[config.mk]
export PLATFORM = sky130hd
export DESIGN_NAME = dlecrc_in_stage
export DESIGN_NICKNAME = d
export VERILOG_FILES = /design/src/hdl/dlecrc_in_stage.sv
export SDC_FILE = /design/constraint.sdc
export NUM_CORES = 1
export LEC_CHECK = 0
export BUFFER_PORTS_ARGS = -buffer_cell sky130_fd_sc_hd__buf_2
export CORE_AREA = 4 4 41 43
export DETAILED_ROUTE_END_ITERATION = 10
export DIE_AREA = 0 0 45 47
export HOLD_SLACK_MARGIN = 0.12
export PLACE_DENSITY = 0.63
export SETUP_SLACK_MARGIN = 0.5
export SYNTH_ARGS = -nofsm -noshare
export SYNTH_HDL_FRONTEND = slang
export SYNTH_SLANG_ARGS = --single-unit
[constraint.sdc]
create_clock -name clk -period 0.8 [get_ports clk]
set_input_delay 0.04 -clock clk [delete_from_list [all_inputs] [get_ports clk]]
set_output_delay 0.04 -clock clk [all_outputs]
set_load 0.02 [all_outputs]
[src/hdl/dlecrc_in_stage.sv]
// ----------------------------------------------------------------------------
// dlecrc_in_stage
// Input register: holds one received byte until the core consumes it.
// ----------------------------------------------------------------------------
`default_nettype none

module dlecrc_in_stage (
  input  wire logic       clk,
  input  wire logic       rst,
  input  wire logic       in_valid,
  input  wire logic [7:0] in_byte,
  output logic            in_ready,
  input  wire logic       out_can_load,
  output logic            hold_valid,
  output logic [7:0]      hold_byte,
  output logic            advance
);

  assign advance  = hold_valid && out_can_load;
  assign in_ready = !hold_valid || advance;

  always_ff @(posedge clk) begin
    if (rst) begin
      hold_valid <= 1'b0;
    end else if (in_valid && in_ready) begin
      hold_valid <= 1'b1;
    end else if (advance) begin
      hold_valid <= 1'b0;
    end
  end

  always_ff @(posedge clk) begin
    if (in_valid && in_ready) begin
      hold_byte <= in_byte;
    end
  end

endmodule

`default_nettype wire

[Word-level counts from Yosys, hierarchy flattened]
Cells that the tools add are included.
Storage, ports and cells
  output and inout bits: 11
  logic and storage cells: 9
  register bits after elaboration: 9
Operators by class
  reduce and logical (&&, ||, !) cells: 5
  mux-type cells: 2
Operator list (count)
  $logic_and 1x1->1: 2
  $mux 1: 2
  $reduce_bool 2->1: 1
  $logic_not 1->1: 1
  $logic_or 1x1->1: 1

[Logic depth before layout (Yosys ltp)]
  depth after elaboration: 4
  depth in mapped cells: 2

[Worst setup path before layout]
Ideal clock, no wire load.
  path kind: reg2reg
  start point: register hold_valid
  end point: register hold_byte[0], enable pin
  arrival time: 0.799 ns
  period minus slack after synthesis: 1.048 ns
  setup time: 0.249 ns
  buffers on the path: 0
  stages on the path, launching flop included: 3
  path slack: -0.248 ns
  cells stage by stage: dfxtp_1 nand2b_4 and2_4
On the way
  longest elaborated chain between the ends: 3
  elaborated cells between the ends (all ways): 4
  classes of those cells: reduce/logical: 4
RTL lines
  start: declaration: RTL line 14  | output logic hold_valid,
  start signal: assignment: RTL line 24  | hold_valid <= 1'b0;
  start signal: assignment: RTL line 26  | hold_valid <= 1'b1;
  start signal: assignment: RTL line 28  | hold_valid <= 1'b0;
  $logic_not 1->1 / $logic_and 1x1->1 (equally long branches): RTL line 20, 19
  $logic_or 1x1->1 (*): RTL line 20  | assign in_ready = !hold_valid || advance;
  named net in_ready: RTL line 12  | output logic in_ready,
  $logic_and 1x1->1 (*): RTL line 33  | if (in_valid && in_ready) begin
  end signal: assignment: RTL line 34  | hold_byte <= in_byte;
  end: declaration: RTL line 15  | output logic [7:0] hold_byte,
The timed path passes the listed nets; every way through them passes the cells marked *.
A chain may end at the register's enable or synchronous reset.

[Worst setup path in the final report]
  start point: register hold_valid
  end point: output in_ready
On the way
  longest elaborated chain between the ends: 2
  elaborated cells between the ends (all ways): 3
  classes of those cells: reduce/logical: 3
RTL lines (RTL line)
  $logic_not 1->1 / $logic_and 1x1->1 (equally long branches): 20, 19
  $logic_or 1x1->1 (*): 20
  end: declaration: 12
Every way passes the cells marked *; elsewhere a longest branch is shown, timed or not.

==> flow_summary.yaml <==
run:
  max_cap_viol_count: 0
cells_and_area:
  fillCellCount: 138
  drive_gt1_share_pct: 76.74
  area.growth.synth_to_final_pct: 76.03
  regArea_um2: 264.0
  final_cells: 58
  n_antenna_cell: 0
  final_util_pct: 40.96
  multiInputGateArea_um2: 40.04
  final_nets: 56
route:
  dr.pass1.iters: 2
  dr_wl_met2_um: 269
  vias: 225
  dr_wl_met3_um: 146
  drt_iter0_drc: 2
  routed.top_layer: "met3"
  drt-met1-wl_um: 267
  drc: 0
  wl_per_cell_um: 11.78
  final_antenna_net_count: 0
  wirelength_um: 683
  vias_per_cell: 3.879
floorplan:
  start_util_pct: 23.27
  ioPinCount: 23
  dieWidth_um: 45
  die_area_mm2: 0.002115
  die_h_um: 47
  coreArea_mm2: 0.001301
  rows: 13
pwr:
  p_leak_nw: 0.2415
  peakVddDrop_mv: 0.8680
  p_total_mw: 1.052
  power_density_mw_per_mm2: 1974
logic_synthesis:
  synth_top_area_share_pct: 79.34
  avgSynthCellArea_um2: 21.63
  netlist-cell-type-count: 7
  synth_cells: 14
  synth_nets: 26
  synth_area_um2: 302.8
  yosys_warnings: 0
  ys_ff_latch: 9
  ys_seq_area_share_pct: 85.95
  yosys.area.top_type: "edfxtp_1"
  synthTopCellsByArea: "edfxtp_1 79%, dfxtp_1 6.6%, nand2b_4 4.5%, a21oi_2 2.9%, and2_4 2.9%"
critical_path:
  path_max_fanout: 3
  end_kind: "primary output"
  critPathKind: "flop to primary output"
  cp-start-kind: "flop"
  crit_arrival_ns: 0.89
  cp.required_ns: 0.76
timing:
  fin_skew_ns: 0.003601
  setup_viol: 20
  period_needed_ns: 0.9326
  fmax_mhz: 1072
  rsz0062_at_grt: "true"
  worst_slew_pin_slew_ns: 0.1139
  hold_violations: 9
  finalCritPeriodShare_pct: 116.6
  drv_slew: 0
  hold_slack_ns: -0.06293
  slew_headroom_pct: 92.41
  layout_setup_ws_ns: -0.1326
grt:
  gr-total-overflow: 0
  grt_max_degree: 9
  antenna_found_initial: 0
  grt_pass1_vias: 266
  grt.total_usage_pct: 7.760
  grt_pass1_wl_um: 1097
placed_design:
  globalplace.congestion: 0.6168
  dpl.cell_count: 52
  hpwl_um: 538.3
  preCtsSetupSlack_ns: -0.09098
  portBuffers: 22
clock_network:
  numCtsBuffers: 3
  root_buffer: "clkbuf_4"
  clockBufferDepth: 2
  clk_latency_ns: 0.25
  cts.sinks: 9
  clkTransAtPathRegs_ns: 0.05
  cts_tree: "built"
  htree_levels: 1
worst_hold_path:
  hold_class: "primary input to flop"
status:
  status: "complete, but fails checks"
  violations: "hold timing, setup timing"
area by class of cell:
cell class	instances	area share (%)
clock buffers	4	4.930
inverters	1	0.7042
multi-input cells	4	7.512
flip-flops and latches	9	49.53
well taps	15	3.521
repair buffers	25	33.80
logic make-up after synthesis:
| logic type | synth area share [%] |
|---|---|
| buf+inv | 1.238 |
| flops | 85.95 |
| simple gates | 9.918 |
| compound gates | 2.893 |
metal layers:
| metal | vias up | GRT usage, % |
|---|---|---|
| met5 | - | 0 |
| met1 | 94 | 8.726 |
| met4 | 0 | 3.509 |
| met3 | 0 | 5.747 |
| met2 | 23 | 11.02 |
| li1 | 108 | - |
cell usage after synthesis, drive strengths merged:
cell type and number:
dfxtp 1, edfxtp 8, a21oi 1, and2 2
nand2b 1, inv 1
timing repair:
| action | CTS | global route |
|---|---|---|
| gates resized for setup | 8 | 8 |
| setup buffers | 2 | 0 |
| pin swaps | 0 | 0 |
| setup endpoints to repair | 20 | 20 |
| hold endpoints to repair | 9 | 9 |
per-stage QoR:
step | hold WS (ns) | instance area, um^2 | setup TNS (ns)
2_1_floorplan | 0.09327 | 306.5 | -1.288
3_3_place_gp | 0.1923 | 442.9 | -0.6087
3_5_place_dp | 0.1993 | 442.9 | -0.7268
4_1_cts | -0.07190 | 508.0 | -1.474
5_1_grt | -0.06875 | 533.0 | -1.914
6_report | -0.06293 | 533.0 | -1.265
registers in the layout, summed over array words and instances (netlist names):
name,flops
hold_byte,8
hold_valid,1
worst max-delay path, stage by stage (launching register included):
cell	delay [ns]
dfxtp_4	0.36
nand2b_4	0.05
buf_6	0.11
buf_6	0.12
path summary, 6_finish.rpt:
check                       to  cells after the start  slack (ns)       start
setup / recovery      in_ready                      3       -0.13  hold_valid
hold / removal      hold_valid                      2       -0.06         rst
setup reg to reg  hold_byte[2]                      2       -0.10  hold_valid
hold reg to reg     hold_valid                      4        0.67  hold_valid
power by group:
| part | switching (mW) | internal [mW] |
|---|---|---|
| Combinational | 0.0777 | 0.0853 |
| Clock | 0.143 | 0.191 |
| Sequential | 0.0121 | 0.543 |
layout by cell type, fill, tap and decap left out:
master	instances
nand2b_4	1
buf_6	8
buf_2	15
dfxtp_4	1
clkbuf_1	1
a21oi_2	1
edfxtp_1	8
buf_4	2
clkbuf_4	3
and2_4	2
inv_1	1
Power figures use the tool's default switching activity.
