## src/hdl/dlecrc_pkg.sv

```systemverilog
// ----------------------------------------------------------------------------
// dlecrc_pkg
// Shared types, symbols, result codes and the CRC-16 byte update for the
// DLE-framed CRC-16 receiver.
// ----------------------------------------------------------------------------
`default_nettype none

package dlecrc_pkg;

  typedef logic [2:0] kind_t;

  // framing symbols
  localparam logic [7:0] SYM_DLE = 8'h10;
  localparam logic [7:0] SYM_SYN = 8'h16;
  localparam logic [7:0] SYM_ETX = 8'h03;

  // result kinds
  localparam kind_t KIND_NONE     = 3'd0;
  localparam kind_t KIND_BYTE     = 3'd1;
  localparam kind_t KIND_GOOD     = 3'd2;
  localparam kind_t KIND_CRCERR   = 3'd3;
  localparam kind_t KIND_OVERFLOW = 3'd4;
  localparam kind_t KIND_RESTART  = 3'd5;

  localparam logic [15:0] CRC_POLY_RESET = 16'h1021;

  typedef struct packed {
    logic [7:0] out_byte;
    kind_t      kind;
    logic [8:0] frame_length;
  } result_t;

  // MSB-first CRC-16, one byte folded in
  function automatic logic [15:0] crc_fold(input logic [15:0] crc,
                                           input logic [7:0]  data,
                                           input logic [15:0] poly);
    logic [15:0] c;
    c = crc ^ {data, 8'h00};
    for (int b = 0; b < 8; b++) begin
      if (c[15]) begin
        c = {c[14:0], 1'b0} ^ poly;
      end else begin
        c = {c[14:0], 1'b0};
      end
    end
    return c;
  endfunction

endpackage

`default_nettype wire

```

## src/hdl/dlecrc_out_stage.sv

```systemverilog
// ----------------------------------------------------------------------------
// dlecrc_out_stage
// Result register: holds one result until the sink takes it.
// ----------------------------------------------------------------------------
`default_nettype none

module dlecrc_out_stage
  import dlecrc_pkg::*;
(
  input  wire logic    clk,
  input  wire logic    rst,
  input  wire logic    load,
  input  wire result_t res_in,
  output logic         can_load,
  output logic         out_valid,
  input  wire logic    out_ready,
  output result_t      res_out
);

  assign can_load = !out_valid || out_ready;

  always_ff @(posedge clk) begin
    if (rst) begin
      out_valid <= 1'b0;
    end else if (load) begin
      out_valid <= 1'b1;
    end else if (out_ready) begin
      out_valid <= 1'b0;
    end
  end

  always_ff @(posedge clk) begin
    if (load) begin
      res_out <= res_in;
    end
  end

endmodule

`default_nettype wire

```

## config.mk

```make
export PLATFORM = sky130hd
export DESIGN_NAME = dlecrc_out_stage
export DESIGN_NICKNAME = d
export VERILOG_FILES = /design/src/hdl/dlecrc_pkg.sv /design/src/hdl/dlecrc_out_stage.sv
export SDC_FILE = /design/constraint.sdc
export NUM_CORES = 1
export LEC_CHECK = 0
export BUFFER_PORTS_ARGS = -buffer_cell sky130_fd_sc_hd__buf_2
export CORE_MARGIN = 1
export CORE_UTILIZATION = 41
export CTS_CLUSTER_SIZE = 25
export DETAILED_ROUTE_END_ITERATION = 6
export PLACE_DENSITY = 0.8
export SLEW_MARGIN = 5
export SYNTH_ARGS = -nofsm -noshare
export SYNTH_HDL_FRONTEND = slang
export SYNTH_SLANG_ARGS = --single-unit
```

## constraint.sdc

```tcl
create_clock -name clk -period 1.95 [get_ports clk]
set_clock_uncertainty 0.1 [all_clocks]
set_input_delay 0.0975 -clock clk [delete_from_list [all_inputs] [get_ports clk]]
set_output_delay 0.0975 -clock clk [all_outputs]
set_load 0.01 [all_outputs]
```

# Word level (Yosys, flattened, before mapping)
# Index checks and enable logic that the tools add are counted.
[word_totals]
regBits = 21
in_bits = 24
out_inout_bits = 22
word_cells = 9
[classes]
mux = 2
reduce_logical = 3
[op_table]
columns = ["cell", "count"]
rows = [
  ["1-bit two-way mux", 2],
  ["2-bit nonzero test", 1],
  ["1-bit logical NOT", 1],
  ["1-bit logical OR", 1],
]

# Logic depth before layout (Yosys ltp)
[logic_depth]
word_depth = 2
ltp_mapped = 2
mapped_depth_nobuf = 2

# Worst setup path after synthesis
# Ideal clock, no wire load.
[synth_path]
path_type = "register to register"
start = "reg, netlist name out_valid"
end = "reg out_valid"
stages_incl_launch_ff = 3
required_ns = 1.784
path_buffers = 0
t_arrival_ns = 0.597
slack_ns = 1.187
period_less_slack_ns = 0.763
setup_ns = 0.066
path_cell_list = "dfxtp_1 > nand2b_4 > a21oi_2"
[synth_rtl]
columns = ["item", "line", "text"]
rows = [
  ["end signal: assignment", "dlecrc_out_stage.sv:24", "out_valid <= 1'b0;"],
  ["end signal: assignment", "dlecrc_out_stage.sv:26", "out_valid <= 1'b1;"],
  ["end signal: assignment", "dlecrc_out_stage.sv:28", "out_valid <= 1'b0;"],
  ["end: declaration", "dlecrc_out_stage.sv:15", "output logic out_valid,"],
]

==> summary.md <==
| Metric | Value |
|---|---|
| Status | finished clean |
| Layout cells sized above 1 | a little over half |
| Grt ovf | 0 |
| Initial antenna violation count | 0 |
| Drt initial violations | 3 |
| Kind of critical path | reg2reg |
| Setup Buffers After CTS | 0 |
| HPWL Detailed | 763 um |
| Antenna-violating nets left | 0 |
| Via count | 501 |
| Drt pass-1 iters | 3 |
| First-pass GRT wire length | 2370 um |
| Rows | 13 |
| Syn-to-layout area delta | 76.0% |
| Vias in the first global route | 502 |
| IO Pins | 46 |
| Fin. Hold Viols | 0 |
| Max FO, Critical Path | 2 |
| Routability cong. | 0.651 |
| CP endpoint kind | flop |
| Final period utilization | 68.8% |
| Flops & latches, synth | 21 |
| Crit start category | flop |
| Area leader, netlist | edfxtp_1 |
| Top-area cell type share of the netlist area | about 93% |
| I/O Buffers | 45 |
| Post-Route WL | 1520 um |
| Height of the die | about 42 um |
| Nets | between 100 and 150 |
| CTS tree | yes |
| Post-CTS resize count | 0 |
| Setup violators final | 0 |
| DIE WIDTH | between 40 and 50 um |
| N_diodes | 0 |
| Worst-margin pin slew | 0.450 ns |
| H-tree depth | 1 |
| Die area | roughly 0.0017 sq mm |
| Max-cap violations | 0 |
| Critical Path RT | around 2.1 ns |
| Register area share after synthesis | 95.9% |
| PD cells | 761 mW/mm^2 |
| FF-to-FF setup slack | 0.61 ns |
| Global Route Usage Sum | 19.4% |
| CP arrival | 1.48 ns |
| TritonCTS Sinks | 21 |
| Lkg Pwr | 0.506 nW |
| Final min period | 1.34 ns |
| Largest net degree at the start of global routing | 22 |
| Yosys cell types | 5 |
| Synthesized area | 647 sq um |
| Post-Synthesis Cells | 24 |
| Clock Latency Late Sink | between 0.2 and 0.3 ns |
| Hold-fix buffers at CTS | 22 |
| Syn Area/Cell | 27.0 sq um |
| Clock buffer depth | 2 |
| Final worst slack | 0.609 ns |
| Routed WL per cell | around 14 um |
| CORE AREA | approximately 0.0014 sq mm |
| Worst relative slew slack | 70.0% |
| Post-place setup slack | 1.02 ns |
| Final Max Tran Viols | 0 |
| CTS Root Buffer Type | clkbuf_4 |
| Worst hold-check path type | in2reg |
| Peak Freq | 746 MHz |
| Maximum vdd drop | just over 0.6 mV |
| Yosys warning count | 0 |
| Vias per cell | 4.55 |
| Initial Util | 46.8% |
| CTS buffer count | 3 |
| Final TNS setup | 0 ns |
| Clock-pin slew on the worst setup and hold paths | 0.12 ns |
| Unrepaired setup endpoints after global routing | false |
| DRC viols | 0 |
| Syn nets | 48 |
| Top area cells in the synthesized netlist | edfxtp_1 (93%), dfxtp_1 (3.1%), nand2b_4 (2.1%), a21oi_2 (1.4%), inv_1 (0.58%) |
worst max-delay path, stage by stage, from the launching register on:
cell	delay [ns]
dfxtp_1	0.41
nand2b_4	0.08
a21oi_2	0.13
dlygate4sd3_1	0.57
logic make-up after synthesis:
| kind of cell | after synthesis | share of synthesized area, % |
|---|---|---|
| flip-flops | 21 | 95.9 |
| AND/OR/NAND/NOR | 1 | 2.13 |
| AO/OA/AOI/OAI | 1 | 1.35 |
| buffers and inverters | 1 | 0.580 |
path summary, 6_finish.rpt:
kind	end	start	cells after the start
max	out_valid	out_valid	3
min reg2reg	out_valid	out_valid	3
max reg2reg	out_valid	out_valid	3
min	res_out[15]	load	1
cells in the mapped netlist:
library cell	number
a21oi_2	1
edfxtp_1	20
nand2b_4	1
inv_1	1
dfxtp_1	1
registers in the layout, summed over array words and instances (netlist names):
register   flops
res_out       20
out_valid      1
metrics by stage:
step	utilization, %	cells	hold WS [ns]	power, mW	area [sq um]
6_report	82.4	110	0.161	0.867	1140
3_5_place_dp	64.4	84	0.163	0.637	891
4_1_cts	82.4	110	0.149	0.868	1140
2_1_floorplan	-	24	0.0599	0.576	647
5_1_grt	82.4	110	0.155	0.909	1140
3_3_place_gp	64.4	84	0.157	0.635	891
layout make-up:
type	instances	area, sq um
Tap cell	15	18.8
Inverter	1	3.75
Clock buffer	3	22.5
Multi-Input combinational cell	2	22.5
Timing Repair Buffer	67	445
Fill cell	77	244
Sequential cell	21	621
Clock inverter	1	5.00
report_power, final:
part	switching, mW	internal, mW	total (mW)
logic	0.0527	0.0699	0.123
registers	0.00902	0.532	0.541
clock network	0.127	0.0764	0.203
placed cells by master (no fill, tap or decap), drive strengths merged:
cell	netlist	layout
clkinv	0	1
clkbuf	0	3
a21oi	1	1
dlygate4sd3	0	22
dfxtp	1	1
edfxtp	20	20
buf	0	45
nand2b	1	1
inv	1	1
layer usage:
layer	vias to the layer above	GRT usage, %	share of wire [%]
met5	-	0	0
met4	0	7.74	0
met3	0	7.39	5.8
met2	31	36.6	57
met1	234	18.4	37
li1	236	-	-
(Power assumes the default switching activity.)
