$ cat src/hdl/dlecrc_pkg.sv
// ----------------------------------------------------------------------------
// dlecrc_pkg
// Shared types, symbols, result codes and the CRC-16 byte update for the
// DLE-framed CRC-16 receiver.
// ----------------------------------------------------------------------------
`default_nettype none

package dlecrc_pkg;

  typedef logic [2:0] kind_t;

  // framing symbols
  localparam logic [7:0] SYM_DLE = 8'h10;
  localparam logic [7:0] SYM_SYN = 8'h16;
  localparam logic [7:0] SYM_ETX = 8'h03;

  // result kinds
  localparam kind_t KIND_NONE     = 3'd0;
  localparam kind_t KIND_BYTE     = 3'd1;
  localparam kind_t KIND_GOOD     = 3'd2;
  localparam kind_t KIND_CRCERR   = 3'd3;
  localparam kind_t KIND_OVERFLOW = 3'd4;
  localparam kind_t KIND_RESTART  = 3'd5;

  localparam logic [15:0] CRC_POLY_RESET = 16'h1021;

  typedef struct packed {
    logic [7:0] out_byte;
    kind_t      kind;
    logic [8:0] frame_length;
  } result_t;

  // MSB-first CRC-16, one byte folded in
  function automatic logic [15:0] crc_fold(input logic [15:0] crc,
                                           input logic [7:0]  data,
                                           input logic [15:0] poly);
    logic [15:0] c;
    c = crc ^ {data, 8'h00};
    for (int b = 0; b < 8; b++) begin
      if (c[15]) begin
        c = {c[14:0], 1'b0} ^ poly;
      end else begin
        c = {c[14:0], 1'b0};
      end
    end
    return c;
  endfunction

endpackage

`default_nettype wire

$ cat src/hdl/dlecrc_core.sv
// ----------------------------------------------------------------------------
// dlecrc_core
// Frame state, DLE unstuffing, CRC-16 and length count; one byte per step.
// ----------------------------------------------------------------------------
`default_nettype none

module dlecrc_core
  import dlecrc_pkg::*;
#(
  parameter int MAX_LEN = 256
) (
  input  wire logic        clk,
  input  wire logic        rst,
  input  wire logic        step,
  input  wire logic [7:0]  rx_byte,
  input  wire logic [15:0] poly,
  output result_t          res
);

  localparam int CNT_W = $clog2(MAX_LEN + 1);

  typedef enum logic [2:0] {
    PH_HUNT_DLE = 3'd0,
    PH_HUNT_SYN = 3'd1,
    PH_PAYLOAD  = 3'd2,
    PH_CRC_HI   = 3'd3,
    PH_CRC_LO   = 3'd4
  } phase_t;

  phase_t             phase, phase_next;
  logic               esc, esc_next;
  logic [15:0]        crc, crc_next;
  logic [CNT_W-1:0]   count, count_next;
  logic [15:0]        crc_fb;
  logic [CNT_W-1:0]   len_src;
  logic [CNT_W+8:0]   len_wide;

  assign crc_fb = crc_fold(crc, rx_byte, poly);

  always_comb begin
    phase_next   = phase;
    esc_next     = esc;
    crc_next     = crc;
    count_next   = count;
    res.out_byte = 8'h00;
    res.kind     = KIND_NONE;
    len_src      = count;
    if (count == CNT_W'(MAX_LEN)) begin
      // byte dropped, full count reported
      phase_next = PH_HUNT_DLE;
      esc_next   = 1'b0;
      count_next = '0;
      res.kind   = KIND_OVERFLOW;
    end else begin
      case (phase)
        PH_HUNT_SYN: begin
          if (rx_byte == SYM_SYN) begin
            crc_next   = '0;
            count_next = '0;
            esc_next   = 1'b0;
            phase_next = PH_PAYLOAD;
          end else begin
            phase_next = PH_HUNT_DLE;
          end
        end
        PH_PAYLOAD: begin
          if (!esc) begin
            if (rx_byte == SYM_DLE) begin
              esc_next = 1'b1;
            end else begin
              crc_next     = crc_fb;
              count_next   = count + CNT_W'(1);
              res.kind     = KIND_BYTE;
              res.out_byte = rx_byte;
            end
          end else begin
            esc_next = 1'b0;
            if (rx_byte == SYM_DLE) begin
              crc_next     = crc_fb;
              count_next   = count + CNT_W'(1);
              res.kind     = KIND_BYTE;
              res.out_byte = rx_byte;
            end else if (rx_byte == SYM_SYN) begin
              count_next = '0;
              crc_next   = '0;
              res.kind   = KIND_RESTART;
            end else if (rx_byte == SYM_ETX) begin
              phase_next = PH_CRC_HI;
            end else begin
              phase_next = PH_HUNT_DLE;
            end
          end
        end
        PH_CRC_HI: begin
          crc_next   = crc_fb;
          phase_next = PH_CRC_LO;
        end
        PH_CRC_LO: begin
          crc_next   = crc_fb;
          res.kind   = (crc_fb == 16'h0000) ? KIND_GOOD : KIND_CRCERR;
          phase_next = PH_HUNT_DLE;
        end
        default: begin
          // hunting, also unused phase codes
          phase_next = (rx_byte == SYM_DLE) ? PH_HUNT_SYN : PH_HUNT_DLE;
        end
      endcase
      len_src = count_next;
    end
    // frame_length carries the low 9 bits of the count
    len_wide         = {9'd0, len_src};
    res.frame_length = len_wide[8:0];
  end

  always_ff @(posedge clk) begin
    if (rst) begin
      phase <= PH_HUNT_DLE;
      esc   <= 1'b0;
      crc   <= '0;
      count <= '0;
    end else if (step) begin
      phase <= phase_next;
      esc   <= esc_next;
      crc   <= crc_next;
      count <= count_next;
    end
  end

endmodule

`default_nettype wire

$ cat config.mk
export PLATFORM = sky130hd
export DESIGN_NAME = dlecrc_core
export DESIGN_NICKNAME = d
export VERILOG_FILES = /design/src/hdl/dlecrc_pkg.sv /design/src/hdl/dlecrc_core.sv
export SDC_FILE = /design/constraint.sdc
export NUM_CORES = 1
export LEC_CHECK = 0
export BUFFER_PORTS_ARGS = -buffer_cell sky130_fd_sc_hd__buf_2
export CAP_MARGIN = 30
export CORE_AREA = 2 2 94 96
export DETAILED_ROUTE_END_ITERATION = 12
export DIE_AREA = 0 0 96 98
export GPL_ROUTABILITY_DRIVEN = 0
export HOLD_SLACK_MARGIN = 0.05
export PLACE_DENSITY = 0.83
export SETUP_SLACK_MARGIN = 0.5
export SYNTH_ARGS = -nofsm -noshare
export SYNTH_HDL_FRONTEND = slang
export SYNTH_SLANG_ARGS = --single-unit
$ cat constraint.sdc
create_clock -name clk -period 11.9 [get_ports clk]
set_clock_uncertainty 0.2 [all_clocks]
set_input_delay 0.595 -clock clk [delete_from_list [all_inputs] [get_ports clk]]
set_output_delay 0.595 -clock clk [all_outputs]
set_load 0.005 [all_outputs]
* Word level (Yosys, flattened, before mapping)
Cells that the tools add are included.
Storage, ports and cells: register bits 29, output and inout bits 20, word-level logic and storage cells 78
Cells by class: add/subtract/negate cells 1, eq/ne operators 13, multiplexer cells 43, bitwise gates (word level) 10, reduce and logical (&&, ||, !) cells 7
Operator list (number):
- 2-to-1 mux 16 bit | 12
- bitwise XOR 16 bit | 9
- 2-to-1 mux 9 bit | 6
- one-hot mux 16 bit (3 select lines) | 1
- 2-to-1 mux 8 bit | 3
- 2-to-1 mux 11 bit | 2
- 2-to-1 mux 3 bit | 7
- one-hot mux 9 bit (2 select lines) | 1
- == test 8 x 5 -> 1 bit (second input constant) | 2
- logical NOT 16 bit | 1
- inequality test 3 bit (second input constant) | 5
- one-hot mux 3 bit (4 select lines) | 1
- adder 9 x 1 -> 9 bit (second input constant) | 1
- == test 9 bit (second input constant) | 1
- == test 8 x 2 -> 1 bit (second input constant) | 1
- AND reduction 4 bit | 2
- == test 3 x 2 -> 1 bit (second input constant) | 2
- 2-to-1 mux 1 bit | 6
- one-hot mux 3 bit (2 select lines) | 1
- nonzero test 3 bit | 2
- 2-to-1 mux 2 bit | 2
- == test 3 x 1 -> 1 bit (second input constant) | 1
- == test 3 bit (second input constant) | 1
- AND reduction 3 bit | 1
- 3 further kinds | 3

* Logic depth before layout (Yosys ltp)
depth after elaboration 21, gate-level depth with buffers 17

* Worst setup path after synthesis
No wires, ideal clock.
kind input port to output port, from input poly[14], to output res[9] in the netlist's numbering, arrival 4.007 ns, path slack 7.098 ns, stages 17, cell sequence clkbuf_1 -> inv_1 -> nor3_1 -> nor2_1 -> mux2_2 -> a211oi_2 -> xnor2_2 -> xnor3_1 -> o211a_1 -> or2_1 -> buf_2 -> buf_4 -> nand2_1 -> xor2_1 -> mux2_1 -> o21ai_1 -> a31oi_1
RTL lines:
- start: declaration | line dlecrc_core.sv:16 | input wire logic [15:0] poly,
- end: declaration | line dlecrc_core.sv:17 | output result_t res

==> impl_metrics.env <==
export IMPL_status="finished, final reports clean"
export IMPL_vias=4644
export IMPL_crit_slowest_cell="xnor2_1"
export IMPL_met3_length_um=925
export IMPL_row_count=34
export IMPL_switching_power_mw=0.274
export IMPL_clk_pin_slew_ps=60
export IMPL_wirelength_mm=11.9
export IMPL_synth_edf_count=0
export IMPL_ant_nets=0
export IMPL_cpPeakStageDelay_ps=790
export IMPL_grt_ovfl_total=0
export IMPL_fin_nets=675
export IMPL_die_h_um=98
export IMPL_die_area_um2=9410
export IMPL_die_w_um=96
export IMPL_syn_inst=641
export IMPL_tightestPinTransition_ps=1080
export IMPL_coreArea_um2=8470
export IMPL_synth_top_cell_area_share_pct=14.3
export IMPL_antenna_found_initial=0
export IMPL_port_buffers=46
export IMPL_fmaxAchievable_mhz=159
export IMPL_fin_crit_sh_pct=52.8
export IMPL_ys_seq_elements=29
export IMPL_final_setup_tns_ps=0
export IMPL_irDropWorstVdd_uv=56.2
export IMPL_cp_top_family="XOR/XNOR gates"
export IMPL_grt_pass1_vias=4230
export IMPL_setup_viol=0
export IMPL_wl_met1_mm=4.86
export IMPL_start_util_pct=52.8
export IMPL_drv_slew=0
export IMPL_leakage_nw=2.03
export IMPL_rsz0062_at_grt="false"
export IMPL_cp_data_arrival_time_ps=5490
export IMPL_grt_pass1_wl_mm=19.8
export IMPL_hold_ws_ps=312
export IMPL_synth_seq_area_share_pct=13.0
export IMPL_syn_area_um2=4470
export IMPL_worst_endpoint_required_ps=11110
export IMPL_hp_class="reg -> reg"
export IMPL_syn_avg_cell_area_um2=6.98
export IMPL_htree_levels=2
export IMPL_cp_max_fo=16
export IMPL_netlist_top_cells_count="117 x nand2_1, 73 x xnor2_1, 62 x nor2_1, 35 x nand3_1, 31 x a21oi_1"
export IMPL_min_period_ps=6280
export IMPL_post_drt_wl_per_cell_um=15.8
export IMPL_synthToLayoutAreaGrowth_pct=5.26
export IMPL_drc_errors=0
export IMPL_clk_path_buf_depth=2
export IMPL_cts_hold_buf=0
export IMPL_grt_usage_pct=25.7
export IMPL_hold_violations=0
export IMPL_grt_max_degree=30
export IMPL_clock_latency_ps=280
export IMPL_ys_types=67
export IMPL_ctsResizeCount=0
export IMPL_io_pins=47
export IMPL_post_cts_buffers=0
export IMPL_antenna_cells=0
export IMPL_async_reset_ff_share_pct=0
export IMPL_cts_sinks=29
export IMPL_viasPerCell=6.15
export IMPL_dp_hpwl_mm=9.00
export IMPL_numCtsBuffers=5
export IMPL_cp_startpoint="rx_byte[7]"
export IMPL_p_sw_share_pct=42.4
export IMPL_pwr_share_clk_pct=13.9
export IMPL_drive_gt1_share_pct=11.1
export IMPL_top_layer="met4"
export IMPL_crit_chain="buf_2 -> xnor2_1 -> xnor2_2 -> and3_1 -> o31ai_1 -> and2_1 -> nand2_1 -> a221oi_2 -> xor2_2 -> nand2_1 -> xnor2_1 -> xor3_1 -> nand4_1 -> nor4_1 -> a31oi_1 -> buf_2"
export IMPL_combPwrFrac_pct=70.8
export IMPL_reg2reg_from="crc[15]$_SDFFE_PP0P_"
export IMPL_synth_main_ff_cell="dfxtp_1"
export IMPL_drt_pass1_iter_count=5
export IMPL_worst_setup_path_start_kind="input pin"
export IMPL_maxCapViolCount=0
export IMPL_synth_top_area_cell="xnor2_1"
export IMPL_p_per_area_nw_per_um2=137
export IMPL_maxSlewHeadroom_pct=27.7
export IMPL_min_from="crc[2]$_SDFFE_PP0P_"
export IMPL_cts_root_buf="clkbuf_8"
export IMPL_internal_power_mw=0.371
export IMPL_wl_met2_mm=5.73
export IMPL_power_frac_seq_pct=15.3
export IMPL_path_buf_inv=2
export IMPL_synth_warnings=0
export IMPL_synth_area_leaders="xnor2_1 14%, dfxtp_1 13%, nand2_1 9.8%, nor2_1 5.2%, xnor3_1 4.5%"
export IMPL_drt_initial_drc_count=396
export IMPL_path_class="in -> out"
export IMPL_cts_tree="yes"
export IMPL_syn_num_nets=670
export IMPL_end_kind="output pin"
export IMPL_synth_most_common_cell="nand2_1"
-- kinds of logic (layout without fill, tap and decap cells) --
| logic type | count (synthesis) | count (layout) | synth area share, % |
|---|---|---|---|
| DFF | 29 | 29 | 13.0 |
| and+or+nand+nor | 287 | 287 | 29.3 |
| xor gates and xnor gates | 116 | 116 | 28.5 |
| muxes | 8 | 8 | 1.87 |
| AOI/OAI and AO/OA | 132 | 132 | 19.7 |
| adders and majority gates | 4 | 4 | 1.01 |
| buffers and inverters | 65 | 71 | 6.60 |
-- metal layers --
layer	vias to the layer above	global-route usage, %
met2	218	43.1
met5	-	0
met1	2172	33.7
met3	32	2.47
met4	0	10.0
li1	2222	-
-- power groups by stage --
stage / clock (mW) / combinational (mW) / sequential (mW)
floorplan: 0 / 0.386 / 0.100
global placement: 0 / 0.436 / 0.101
detailed placement: 0 / 0.447 / 0.101
CTS: 0.0911 / 0.449 / 0.0988
global route: 0.0971 / 0.489 / 0.0989
finish: 0.0896 / 0.457 / 0.0988
-- flip-flops by register name (all words and copies together) (netlist names) --
| register | count |
|---|---|
| crc | 16 |
| phase | 3 |
| count | 9 |
| esc | 1 |
-- cells in the final DEF, fill, tap and decap left out, types with 8 or more instances in the layout --
| master | n |
|---|---|
| and3_1 | 13 |
| xnor3_1 | 9 |
| nor2_1 | 62 |
| o21ai_1 | 8 |
| a21oi_1 | 31 |
| nand2_1 | 117 |
| xnor2_1 | 73 |
| nor3_1 | 20 |
| buf_2 | 46 |
| o21ai_0 | 28 |
| xor2_1 | 22 |
| inv_1 | 17 |
| a21o_1 | 10 |
| dfxtp_1 | 29 |
| nand3_1 | 35 |
-- area by class of cell --
type                       instances  area, um^2
timing repair buffer              46         230
tap                              108         135
fill                             791        3760
clock buffer                       7        96.3
sequential                        29         581
multi-input combinational        547        3600
clock inverter                     1        5.00
inverter                          17        63.8
-- per-stage QoR --
| step | setup slack (ps) | area [um^2] | utilization (%) | cells | total power, mW |
|---|---|---|---|---|---|
| 5_1_grt | 5150 | 4710 | 55.6 | 755 | 0.685 |
| 3_3_place_gp | 5890 | 4610 | 54.4 | 747 | 0.536 |
| 2_1_floorplan | 7100 | 4470 | - | 641 | 0.486 |
| 3_5_place_dp | 5600 | 4610 | 54.4 | 747 | 0.548 |
| 6_report | 5620 | 4710 | 55.6 | 755 | 0.645 |
| 4_1_cts | 5610 | 4710 | 55.6 | 755 | 0.639 |
-- worst reg2reg max path, stage by stage (launching register included) --
cell,delay [ps]
dfxtp_1,360
xnor2_1,820
xnor2_2,270
and3_1,250
o31ai_1,400
and2_1,550
nand2_1,140
a221oi_2,300
xor2_2,560
nand2_1,140
xnor2_1,260
xnor3_1,490
a21o_1,180
a22oi_1,130
nor2_1,50
-- worst paths after layout --
kind	endpoint	slack [ps]	depth (start not counted)
worst min-delay path	crc[2]$_SDFFE_PP0P_	310	2
worst max-delay path	res[9]	5620	16
worst min register to register	crc[2]$_SDFFE_PP0P_	310	2
worst max register to register	crc[14]$_SDFFE_PP0P_	6670	14
Note: power is estimated with default switching activity, not from simulation.
